===== config.mk =====
export PLATFORM = sky130hd
export DESIGN_NAME = rgb_to_gray_tone_quantize_flat
export DESIGN_NICKNAME = d
export VERILOG_FILES = /design/src/hdl/rgbgq_pkg.sv /design/src/hdl/rgbgq_ifs.sv /design/src/hdl/rgb_to_gray_tone_quantize.sv /design/src/flat_wrapper.sv
export VERILOG_INCLUDE_DIRS = /design/src /design/src/hdl
export SDC_FILE = /design/constraint.sdc
export NUM_CORES = 2
export LEC_CHECK = 0
export ABC_CLOCK_PERIOD_IN_PS = 8800
export BUFFER_PORTS_ARGS = -buffer_cell sky130_fd_sc_hd__buf_2
export CORE_MARGIN = 2
export CORE_UTILIZATION = 60
export DETAILED_ROUTE_END_ITERATION = 10
export PLACE_DENSITY_LB_ADDON = 0.1
export SLEW_MARGIN = 20
export SYNTH_ARGS = -nofsm -noshare
export SYNTH_HDL_FRONTEND = slang
export SYNTH_SLANG_ARGS = --single-unit

===== constraint.sdc =====
create_clock -name clk -period 8.8 [get_ports clk]
set_input_delay 0.44 -clock clk [delete_from_list [all_inputs] [get_ports clk]]
set_output_delay 0.44 -clock clk [all_outputs]
set_load 0.05 [all_outputs]

===== src/hdl/assert_macros.svh =====
// Assertion helpers, sampled on clk and quiet while rst_n is low.
`ifndef ASSERT_MACROS_SVH
`define ASSERT_MACROS_SVH

`define ASSERT_CLK(label, prop, msg) \
  label: assert property (@(posedge clk) disable iff (!rst_n) prop) else $error(msg);

`define ASSERT_NEVER(label, cond, msg) \
  label: assert property (@(posedge clk) disable iff (!rst_n) !(cond)) else $error(msg);

`endif


===== src/hdl/rgbgq_pkg.sv =====
`timescale 1ns / 1ps

package rgbgq_pkg;

  typedef logic [7:0] chan_t;
  typedef logic [1:0] level_t;

  localparam logic [31:0] HASH_MUL_X = 32'd374761393;
  localparam logic [31:0] HASH_MUL_Y = 32'd668265263;
  localparam logic [31:0] HASH_MUL_M = 32'd1274126177;

  localparam logic [7:0] LUMA_K_R = 8'd77;
  localparam logic [7:0] LUMA_K_G = 8'd150;
  localparam logic [7:0] LUMA_K_B = 8'd29;

  localparam logic [7:0] SPREAD_MIN = 8'd28;
  localparam logic [7:0] W_MAX      = 8'd180;
  localparam logic [7:0] W_BASE     = 8'd48;
  localparam logic [9:0] RECIP_3    = 10'd683;

  localparam logic [7:0] LVL_TH_1 = 8'd45;
  localparam logic [7:0] LVL_TH_2 = 8'd70;
  localparam logic [7:0] LVL_TH_3 = 8'd140;

  localparam level_t LEVEL_DARK  = 2'd0;
  localparam level_t LEVEL_MID_D = 2'd1;
  localparam level_t LEVEL_MID_B = 2'd2;
  localparam level_t LEVEL_BRIGHT = 2'd3;

  localparam logic [7:0] MID_GRAY  = 8'd128;
  localparam logic [7:0] LIFT_TH_0 = 8'd24;
  localparam logic [7:0] LIFT_TH_1 = 8'd96;
  localparam logic [7:0] LIFT_TH_2 = 8'd176;
  localparam logic [7:0] LIFT_TH_3 = 8'd232;
  localparam logic [7:0] LIFT_ADD_1 = 8'd18;
  localparam logic [7:0] LIFT_ADD_2 = 8'd24;
  localparam logic [7:0] LIFT_ADD_3 = 8'd14;
  localparam logic [7:0] LIFT_ADD_4 = 8'd4;

endpackage


===== src/hdl/rgbgq_ifs.sv =====
`timescale 1ns / 1ps

interface rgbgq_in_if #(parameter int COORD_BITS = 12);
  logic                    valid;
  logic                    ready;
  rgbgq_pkg::chan_t        red;
  rgbgq_pkg::chan_t        green;
  rgbgq_pkg::chan_t        blue;
  logic [COORD_BITS-1:0]   pos_x;
  logic [COORD_BITS-1:0]   pos_y;

  modport source (output valid, red, green, blue, pos_x, pos_y, input ready);
  modport sink   (input valid, red, green, blue, pos_x, pos_y, output ready);
endinterface

interface rgbgq_out_if;
  logic                    valid;
  logic                    ready;
  rgbgq_pkg::chan_t        gray;
  rgbgq_pkg::level_t       level_two_bit;
  logic                    bit_one;

  modport source (output valid, gray, level_two_bit, bit_one, input ready);
  modport sink   (input valid, gray, level_two_bit, bit_one, output ready);
endinterface


===== src/hdl/rgb_to_gray_tone_quantize.sv =====
// RGB pixel to gray, four-tone level and dithered one-bit value.
// in_pix  : valid/ready channel carrying red, green, blue and the pixel's
//           column/row (pos_x, pos_y, COORD_BITS wide each).
// out_pix : valid/ready channel carrying gray (chroma-lifted BT.601 luma),
//           level_two_bit (0 darkest .. 3 brightest) and bit_one
//           (hash-dithered monochrome, 1 = white).
// Five register stages: luma terms and coordinate products, luma sum and
// lift weight, lift product and final hash multiply, divide by 255 and
// clamp, then the quantizers into the output register.
// Throughput: one item per cycle while out_pix is not stalled; the two
// coordinate hash multiplies share stage 1, the final one has stage 3.
// Stall: when out_pix.ready is low with a result waiting, the whole pipe
// holds and in_pix.ready drops in the same cycle; nothing is lost or
// repeated. Bubbles advance whenever the output register is empty or taken.
// Reset (rst_n low, synchronous): all stage valid bits clear; the pipe is
// empty and ready on the first cycle after reset.
`timescale 1ns / 1ps

`include "assert_macros.svh"

module rgb_to_gray_tone_quantize #(
  parameter int COORD_BITS = 12
) (
  input logic       clk,
  input logic       rst_n,
  rgbgq_in_if.sink  in_pix,
  rgbgq_out_if.source out_pix
);
  import rgbgq_pkg::*;

  logic adv;
  logic [COORD_BITS-1:0] x_in, y_in;

  // stage 1
  logic        v1_r;
  chan_t       lr_r, lg_r, lb_r, hi1_r, lo1_r;
  logic [31:0] hx_r, hy_r;
  logic [15:0] mr, mg, mb;
  chan_t       hi_nxt, lo_nxt;

  // stage 2
  logic        v2_r;
  chan_t       luma2_r, hi2_r, w2_r;
  logic        big2_r;
  logic [31:0] h1_r;
  logic [8:0]  luma_sum;
  chan_t       spread;
  logic [8:0]  spread2;
  logic [18:0] q3_prod;
  logic [8:0]  w_raw;
  chan_t       w_nxt;

  // stage 3
  logic        v3_r;
  chan_t       luma3_r, t3_r;
  logic        big3_r;
  logic [15:0] prod3_r;
  chan_t       diff;
  logic [31:0] h1_mix, h2;

  // stage 4
  logic        v4_r;
  chan_t       gray4_r, t4_r;
  logic [16:0] q255_sum;
  chan_t       q255;
  logic [8:0]  lifted;
  chan_t       gray_nxt;

  // stage 5 / output
  logic        v5_r;
  chan_t       gray5_r;
  level_t      level5_r;
  logic        bit5_r;
  level_t      level_nxt;
  logic [8:0]  mono_sum;
  chan_t       mono;
  chan_t       limit;

  assign adv          = !v5_r || out_pix.ready;
  assign in_pix.ready = adv;
  assign x_in         = in_pix.pos_x;
  assign y_in         = in_pix.pos_y;

  // ---- stage 1 ----
  always_comb begin
    mr     = 16'(in_pix.red * LUMA_K_R);
    mg     = 16'(in_pix.green * LUMA_K_G);
    mb     = 16'(in_pix.blue * LUMA_K_B);
    hi_nxt = in_pix.red;
    lo_nxt = in_pix.red;
    if (in_pix.green > hi_nxt) hi_nxt = in_pix.green;
    if (in_pix.blue > hi_nxt)  hi_nxt = in_pix.blue;
    if (in_pix.green < lo_nxt) lo_nxt = in_pix.green;
    if (in_pix.blue < lo_nxt)  lo_nxt = in_pix.blue;
  end

  always_ff @(posedge clk) begin
    if (adv) begin
      lr_r  <= mr[15:8];
      lg_r  <= mg[15:8];
      lb_r  <= mb[15:8];
      hi1_r <= hi_nxt;
      lo1_r <= lo_nxt;
      hx_r  <= 32'(32'(x_in) * HASH_MUL_X);
      hy_r  <= 32'(32'(y_in) * HASH_MUL_Y);
    end
  end

  // ---- stage 2 ----
  always_comb begin
    luma_sum = 9'(lr_r) + 9'(lg_r) + 9'(lb_r);
    spread   = hi1_r - lo1_r;
    spread2  = {spread, 1'b0};
    q3_prod  = 19'(spread2 * RECIP_3);      // floor(v/3) for v < 768
    w_raw    = 9'(q3_prod[18:11]) + 9'(W_BASE);
    w_nxt    = (w_raw > 9'(W_MAX)) ? W_MAX : w_raw[7:0];
  end

  always_ff @(posedge clk) begin
    if (adv) begin
      luma2_r <= luma_sum[7:0];
      hi2_r   <= hi1_r;
      w2_r    <= w_nxt;
      big2_r  <= (spread >= SPREAD_MIN);
      h1_r    <= hx_r + hy_r;
    end
  end

  // ---- stage 3 ----
  always_comb begin
    diff   = hi2_r - luma2_r;
    h1_mix = h1_r ^ (h1_r >> 13);
    h2     = 32'(h1_mix * HASH_MUL_M);
  end

  always_ff @(posedge clk) begin
    if (adv) begin
      luma3_r <= luma2_r;
      big3_r  <= big2_r;
      prod3_r <= 16'(diff * w2_r);
      t3_r    <= h2[31:24];
    end
  end

  // ---- stage 4 ----
  always_comb begin
    q255_sum = 17'(prod3_r) + 17'(prod3_r[15:8]) + 17'd1;  // floor(p/255)
    q255     = q255_sum[15:8];
    lifted   = 9'(luma3_r) + 9'(q255);
    if (!big3_r)          gray_nxt = luma3_r;
    else if (lifted[8])   gray_nxt = 8'hff;
    else                  gray_nxt = lifted[7:0];
  end

  always_ff @(posedge clk) begin
    if (adv) begin
      gray4_r <= gray_nxt;
      t4_r    <= t3_r;
    end
  end

  // ---- stage 5 ----
  always_comb begin
    priority if (gray4_r < LVL_TH_1) level_nxt = LEVEL_DARK;
    else if (gray4_r < LVL_TH_2)     level_nxt = LEVEL_MID_D;
    else if (gray4_r < LVL_TH_3)     level_nxt = LEVEL_MID_B;
    else                             level_nxt = LEVEL_BRIGHT;

    priority if (gray4_r < LIFT_TH_0) mono_sum = 9'(gray4_r);
    else if (gray4_r < LIFT_TH_1)     mono_sum = 9'(gray4_r) + 9'(LIFT_ADD_1);
    else if (gray4_r < LIFT_TH_2)     mono_sum = 9'(gray4_r) + 9'(LIFT_ADD_2);
    else if (gray4_r < LIFT_TH_3)     mono_sum = 9'(gray4_r) + 9'(LIFT_ADD_3);
    else                              mono_sum = 9'(gray4_r) + 9'(LIFT_ADD_4);
    mono = mono_sum[8] ? 8'hff : mono_sum[7:0];

    // 128 + (t - 128) / 2, truncating toward zero
    if (t4_r >= MID_GRAY) limit = MID_GRAY + ((t4_r - MID_GRAY) >> 1);
    else                  limit = MID_GRAY - ((MID_GRAY - t4_r) >> 1);
  end

  always_ff @(posedge clk) begin
    if (adv) begin
      gray5_r  <= gray4_r;
      level5_r <= level_nxt;
      bit5_r   <= (mono >= limit);
    end
  end

  // ---- valid chain ----
  always_ff @(posedge clk) begin
    if (!rst_n) begin
      v1_r <= 1'b0;
      v2_r <= 1'b0;
      v3_r <= 1'b0;
      v4_r <= 1'b0;
      v5_r <= 1'b0;
    end else if (adv) begin
      v1_r <= in_pix.valid;
      v2_r <= v1_r;
      v3_r <= v2_r;
      v4_r <= v3_r;
      v5_r <= v4_r;
    end
  end

  assign out_pix.valid         = v5_r;
  assign out_pix.gray          = gray5_r;
  assign out_pix.level_two_bit = level5_r;
  assign out_pix.bit_one       = bit5_r;

  `ASSERT_CLK(a_ready_only_on_stall, !in_pix.ready |-> (out_pix.valid && !out_pix.ready), "input stalled without an output stall")
  `ASSERT_CLK(a_level_matches_gray, out_pix.valid |-> ((out_pix.level_two_bit == LEVEL_BRIGHT) == (out_pix.gray >= LVL_TH_3)), "level disagrees with gray")
  `ASSERT_NEVER(a_lift_below_luma, v4_r && (gray4_r < 8'($past(luma3_r))) && $past(adv), "lifted gray fell below luma")

endmodule

===== src/flat_wrapper.sv =====
// flat-port wrapper written by rule: the top's interface ports become plain ports
module rgb_to_gray_tone_quantize_flat import rgbgq_pkg::*;
#(
  parameter int COORD_BITS = 12
)
  (clk, rst_n, in_pix_valid, in_pix_red, in_pix_green, in_pix_blue, in_pix_pos_x, in_pix_pos_y, in_pix_ready, out_pix_valid, out_pix_gray, out_pix_level_two_bit, out_pix_bit_one, out_pix_ready);
  rgbgq_in_if #(.COORD_BITS(COORD_BITS)) in_pix_i ();
  rgbgq_out_if out_pix_i ();
  input logic clk;
  input logic rst_n;
  input wire logic [$bits(in_pix_i.valid)-1:0] in_pix_valid;
  input wire logic [$bits(in_pix_i.red)-1:0] in_pix_red;
  input wire logic [$bits(in_pix_i.green)-1:0] in_pix_green;
  input wire logic [$bits(in_pix_i.blue)-1:0] in_pix_blue;
  input wire logic [$bits(in_pix_i.pos_x)-1:0] in_pix_pos_x;
  input wire logic [$bits(in_pix_i.pos_y)-1:0] in_pix_pos_y;
  output wire logic [$bits(in_pix_i.ready)-1:0] in_pix_ready;
  output wire logic [$bits(out_pix_i.valid)-1:0] out_pix_valid;
  output wire logic [$bits(out_pix_i.gray)-1:0] out_pix_gray;
  output wire logic [$bits(out_pix_i.level_two_bit)-1:0] out_pix_level_two_bit;
  output wire logic [$bits(out_pix_i.bit_one)-1:0] out_pix_bit_one;
  input wire logic [$bits(out_pix_i.ready)-1:0] out_pix_ready;
  assign in_pix_i.valid = in_pix_valid;
  assign in_pix_i.red = in_pix_red;
  assign in_pix_i.green = in_pix_green;
  assign in_pix_i.blue = in_pix_blue;
  assign in_pix_i.pos_x = in_pix_pos_x;
  assign in_pix_i.pos_y = in_pix_pos_y;
  assign in_pix_ready = in_pix_i.ready;
  assign out_pix_valid = out_pix_i.valid;
  assign out_pix_gray = out_pix_i.gray;
  assign out_pix_level_two_bit = out_pix_i.level_two_bit;
  assign out_pix_bit_one = out_pix_i.bit_one;
  assign out_pix_i.ready = out_pix_ready;
  rgb_to_gray_tone_quantize #(.COORD_BITS(COORD_BITS)) u_core (.clk(clk), .rst_n(rst_n), .in_pix(in_pix_i), .out_pix(out_pix_i));
endmodule

* Word level (Yosys, flattened, before mapping)
Index checks and enable logic that the tools add are counted.
** Word-level totals
- Register bits :: 222
- Output and inout port bits :: 13
- Word-level logic and storage cells :: 85
** Cells by class
- Add/subtract/negate cells :: 17
- Multipliers :: 8
- $lt $le $gt $ge :: 15
- Multiplexer cells :: 14
- Bitwise gates (word level) :: 1
- Reduce and logical (&&, ||, !) cells :: 3
** Operator list (count)
- 8-bit two-way mux :: 8
- 9-bit two-way mux :: 4
- 32-bit adder :: 1
- 12-bit by 29-bit multiplier with 32-bit output (second input constant) :: 1
- 12-bit by 30-bit multiplier with 32-bit output (second input constant) :: 1
- 32-bit by 31-bit multiplier with 32-bit output (second input constant) :: 1
- 32-bit by 19-bit bitwise XOR with 32-bit output :: 1
- 8-bit by 7-bit multiplier with 15-bit output (second input constant) :: 2
- 8-bit less-than comparator (second input constant) :: 3
- 8-bit by 5-bit adder with 9-bit output (second input constant) :: 2
- 8-bit by 10-bit multiplier with 18-bit output (second input constant) :: 1
- 16-bit by 1-bit adder with 16-bit output (second input constant) :: 1
- 16-bit by 8-bit adder with 16-bit output :: 1
- 8-bit greater-than comparator :: 2
- 8-bit by 7-bit less-than comparator with 1-bit output (second input constant) :: 2
- 8-bit less-than comparator :: 2
- 8-bit by 8-bit multiplier with 16-bit output :: 1
- 8-bit subtractor :: 2
- 8-bit by 5-bit multiplier with 13-bit output (second input constant) :: 1
- 8-bit by 3-bit adder with 9-bit output (second input constant) :: 1
- 8-bit by 4-bit adder with 9-bit output (second input constant) :: 1
- 8-bit by 6-bit adder with 9-bit output (second input constant) :: 1
- 8-bit by 8-bit adder with 9-bit output :: 1
- 9-bit by 8-bit greater-than comparator with 1-bit output (second input constant) :: 1
- other kinds (15) :: 16

* Longest topological paths before layout
- Depth after elaboration :: 7
- Gate-level depth with buffers :: 33
- Depth with buffers taken out :: 33

* Least setup slack after synthesis
Ideal clock, no wire load.
- Kind :: reg-to-reg
- From :: register u_core.h1_r[19]
- To :: register u_core.t3_r[7], data pin
- Arrival time :: 6.780 ns
- Data required time :: 8.534 ns
- Slack :: 1.754 ns
- Stages on the path, launching flop included :: 23
- Buffers on the path :: 0
- Clock period less this slack :: 7.046 ns
- Cells stage by stage :: edfxtp_1 -> xor2_1 -> inv_1 -> fa_1 -> fa_1 -> fa_1 -> fa_1 -> inv_1 -> fa_1 -> inv_1 -> fa_1 -> inv_1 -> fa_1 -> ha_1 -> ha_1 -> and4_1 -> a221o_1 -> a41oi_1 -> o31ai_1 -> a31oi_1 -> o21ai_1 -> o41ai_1 -> xnor2_1
** On the way
- Word-level cells in the longest chain between the ends :: 2
** RTL lines
- start: declaration :: line rgb_to_gray_tone_quantize.sv:45 : logic [31:0] h1_r;
- start signal: assignment :: line rgb_to_gray_tone_quantize.sv:125 : h1_r <= hx_r + hy_r;
- 32-bit by 19-bit bitwise XOR with 32-bit output :: line rgb_to_gray_tone_quantize.sv:132 : h1_mix = h1_r ^ (h1_r >> 13);
- 32-bit by 31-bit multiplier with 32-bit output :: line rgb_to_gray_tone_quantize.sv:133 : h2 = 32'(h1_mix * HASH_MUL_M);
- named net u_core.h2[31] :: line rgb_to_gray_tone_quantize.sv:59 : logic [31:0] h1_mix, h2;
- end signal: assignment :: line rgb_to_gray_tone_quantize.sv:141 : t3_r <= h2[31:24];
- end: declaration :: line rgb_to_gray_tone_quantize.sv:55 : chan_t luma3_r, t3_r;
The timed path passes the listed nets, and every way through them passes these cells.
A chain may end at the register's enable or synchronous reset.

* Worst setup path in the final report
- From :: register u_core.h1_r[21]
- To :: register u_core.t3_r[7], data pin
The elaborated chain is that of the path after synthesis.

==> run metrics <==
status=finished, final reports clean; Gate Count Post-Synth=3324; cells along the critical path=xor2_1, inv_1, fa_1, fa_1, fa_1, inv_1, fa_1, fa_1, inv_1, fa_1, inv_1, fa_1, ha_1, ha_1, a21o_1, a21o_1, a21o_1, a21oi_1, o31ai_1, a31oi_1, o21ai_1, o41ai_1, xnor2_1; Final nets=4556; insertion delay to the later sink of the worst-skew pair=0.57 ns; crit path time final=7.88 ns; share of cells above drive strength 1=0.0434; Die X=244 µm; Die Y=244 µm; WS Path Type=reg -> reg; Fill cells=4711; root buf cell=clkbuf_16; cell with the largest stage delay on the worst path=xor2_1; family with the most delay on the worst path=adder cells; routed length per instance=18.3 µm; Design Area, Final=36900 µm²; Initial DRC Count=1100; fmax=127 MHz; GP Congestion=0.925; setup TNS=0 ns; vias per cell=5.49; #FFs+latches synth=222; CP max stage delay=0.83 ns; most used cell, CP=fa_1; most frequent cell after synthesis=inv_1; H-tree depth=1; clock sinks=222; Ports=65; initial antenna violation count=4; Worst EP arrival=8.19 ns; port bufs=64; Place WS=0.956 ns; yosys warns=0; Multi-input gate area=25000 µm²; FF/Latch Area=6620 µm²; hold_buf cts=0; top-area cell type share of the netlist area=0.279; Core ar.=57500 µm²; via count=23000; CP endpoint kind=register; WL final=76600 µm; die area=59800 µm²; final worst slack=0.918 ns; ANT nets after route=0; startpoint types=register; Data required, critical path=9.10 ns; Max Cap Viol=0; worst min path class=in -> reg; slew of the pin with the lowest slew margin=1.10 ns; Final Slew Violations=0; Main synth FF type=edfxtp_1; CTS Buf Count=27; Seq/Total Area, Yosys=0.191; Post-synth EDFFs=217; max_slew headroom=0.261; Post-DP HPWL=66200 µm; Distinct cells, synth=85; Tcrit/Tclk final=0.896; post-route DRC violation count=0; clock-pin transition on the worst setup and hold timing paths=0.06 ns; area delta synth->final=6.36%; cells taking the most area after synthesis=fa_1, ha_1, edfxtp_1, inv_1, xnor2_1; Post-CTS Resized=0; number of global-route vias before repair=25000; total gr overflow=0; syn_area_per_cell=10.4 µm²; unrepaired setup endpoints after global routing=false; crit path max fanout=7; Hold Violations, Final=0; total track usage=0.270; clock skew=0.0245 ns; setup bufs post-CTS=0; starting density of the core=0.604; syn nets=4467; cell taking the most area after synthesis=fa_1; Setup violations, final=0; Placed Area=36000 µm²; first-pass GRT wire length=128000 µm; Synth top cells by count=inv_1, ha_1, fa_1, edfxtp_1, xnor2_1; CP bufs+invs=4; num rows=88; largest net degree at the start of global routing=96; Post-Synthesis Cell Area=34700 µm²; ys async rst share=0; Clock Tree Buf Depth=3; CTS tree=yes; drt pass-1 iters=5
-- area by class of cell --
cell class                      instances  area share
Multi-Input combinational cell       2271       0.676
Sequential cell                       222       0.179
Inverter                              813      0.0829
Tap cell                              765      0.0259
Clock buffer                           33      0.0189
Timing Repair Buffer                   78      0.0115
Clock inverter                         16     0.00499
Antenna cell                            1   0.0000678
-- state kept, by name, indices dropped and copies added, names as in the netlist, 2 cells and up --
name,count
u_core.lr_r,7
u_core.h1_r,32
u_core.lg_r,8
u_core.hy_r,32
u_core.out_pix.level_two_bit,2
u_core.lo1_r,8
u_core.gray4_r,8
u_core.out_pix.gray,8
u_core.w2_r,8
u_core.lb_r,5
u_core.hi1_r,8
u_core.t3_r,8
u_core.hi2_r,8
u_core.prod3_r,16
u_core.t4_r,8
u_core.luma2_r,8
u_core.hx_r,32
u_core.luma3_r,8
-- stage by stage --
step | utilization | hold slack (ns) | cells
global route | 0.642 | 0.139 | 4198
CTS | 0.642 | 0.123 | 4198
detailed placement | 0.627 | 0.406 | 4149
floorplan | - | 0.400 | 3324
finish | 0.642 | 0.144 | 4199
global placement | 0.627 | 0.402 | 4149
-- cells in the final DEF (no fill, tap or decap), drive strengths merged, types with 27 or more instances in the layout --
cell type  instances
o21ai             86
and2              27
fa               483
a21oi            123
a21o              66
nor2b             36
nand2            111
nor3              50
xor2              58
inv              818
edfxtp           217
buf               78
ha               608
xnor2            162
clkbuf            33
nor2             118
-- final timing paths --
check	start	endpoint	slack, ns	cells after the start
hold / removal	rst_n	u_core.out_pix.valid$_SDFFE_PN0P_	0.14	2
setup / recovery	u_core.h1_r[21]$_DFFE_PP_	u_core.t3_r[7]$_DFFE_PP_	0.92	23
hold reg to reg	u_core.t3_r[1]$_DFFE_PP_	u_core.t4_r[1]$_DFFE_PP_	0.41	0
setup reg to reg	u_core.h1_r[21]$_DFFE_PP_	u_core.t3_r[7]$_DFFE_PP_	0.92	23
-- worst register-to-register path, stage by stage (launching register included) --
cell and delay [ns]:
edfxtp_1 0.53, xor2_1 0.83, inv_1 0.23, fa_1 0.59
fa_1 0.41, fa_1 0.48, inv_1 0.05, fa_1 0.46
fa_1 0.53, inv_1 0.06, fa_1 0.53, inv_1 0.05
fa_1 0.44, ha_1 0.29, ha_1 0.29, a21o_1 0.19
a21o_1 0.18, a21o_1 0.18, a21oi_1 0.13, o31ai_1 0.16
a31oi_1 0.41, o21ai_1 0.17, o41ai_1 0.33, xnor2_1 0.11
-- logic make-up after synthesis --
kind of cell,Yosys count,share of synthesized area
AND/OR/NAND/NOR,469,0.0672
buffers and inverters,831,0.0899
multiplexers,25,0.00732
AO/OA/AOI/OAI,465,0.0906
adder cells (fa/ha/maj),1091,0.498
XOR/XNOR,221,0.0562
flip-flops,222,0.191
-- per-layer routing --
metal	vias to the layer above	global-route usage	routed length [µm]
met5	-	0	23
li1	11100	-	-
met3	121	0.0391	3370
met1	11400	0.366	34800
met2	437	0.455	36300
met4	4	0.0716	2170
Power is left out: the tool's default activity adds up to more than one toggle a clock period on the data nets, which glitch-free logic cannot reach.
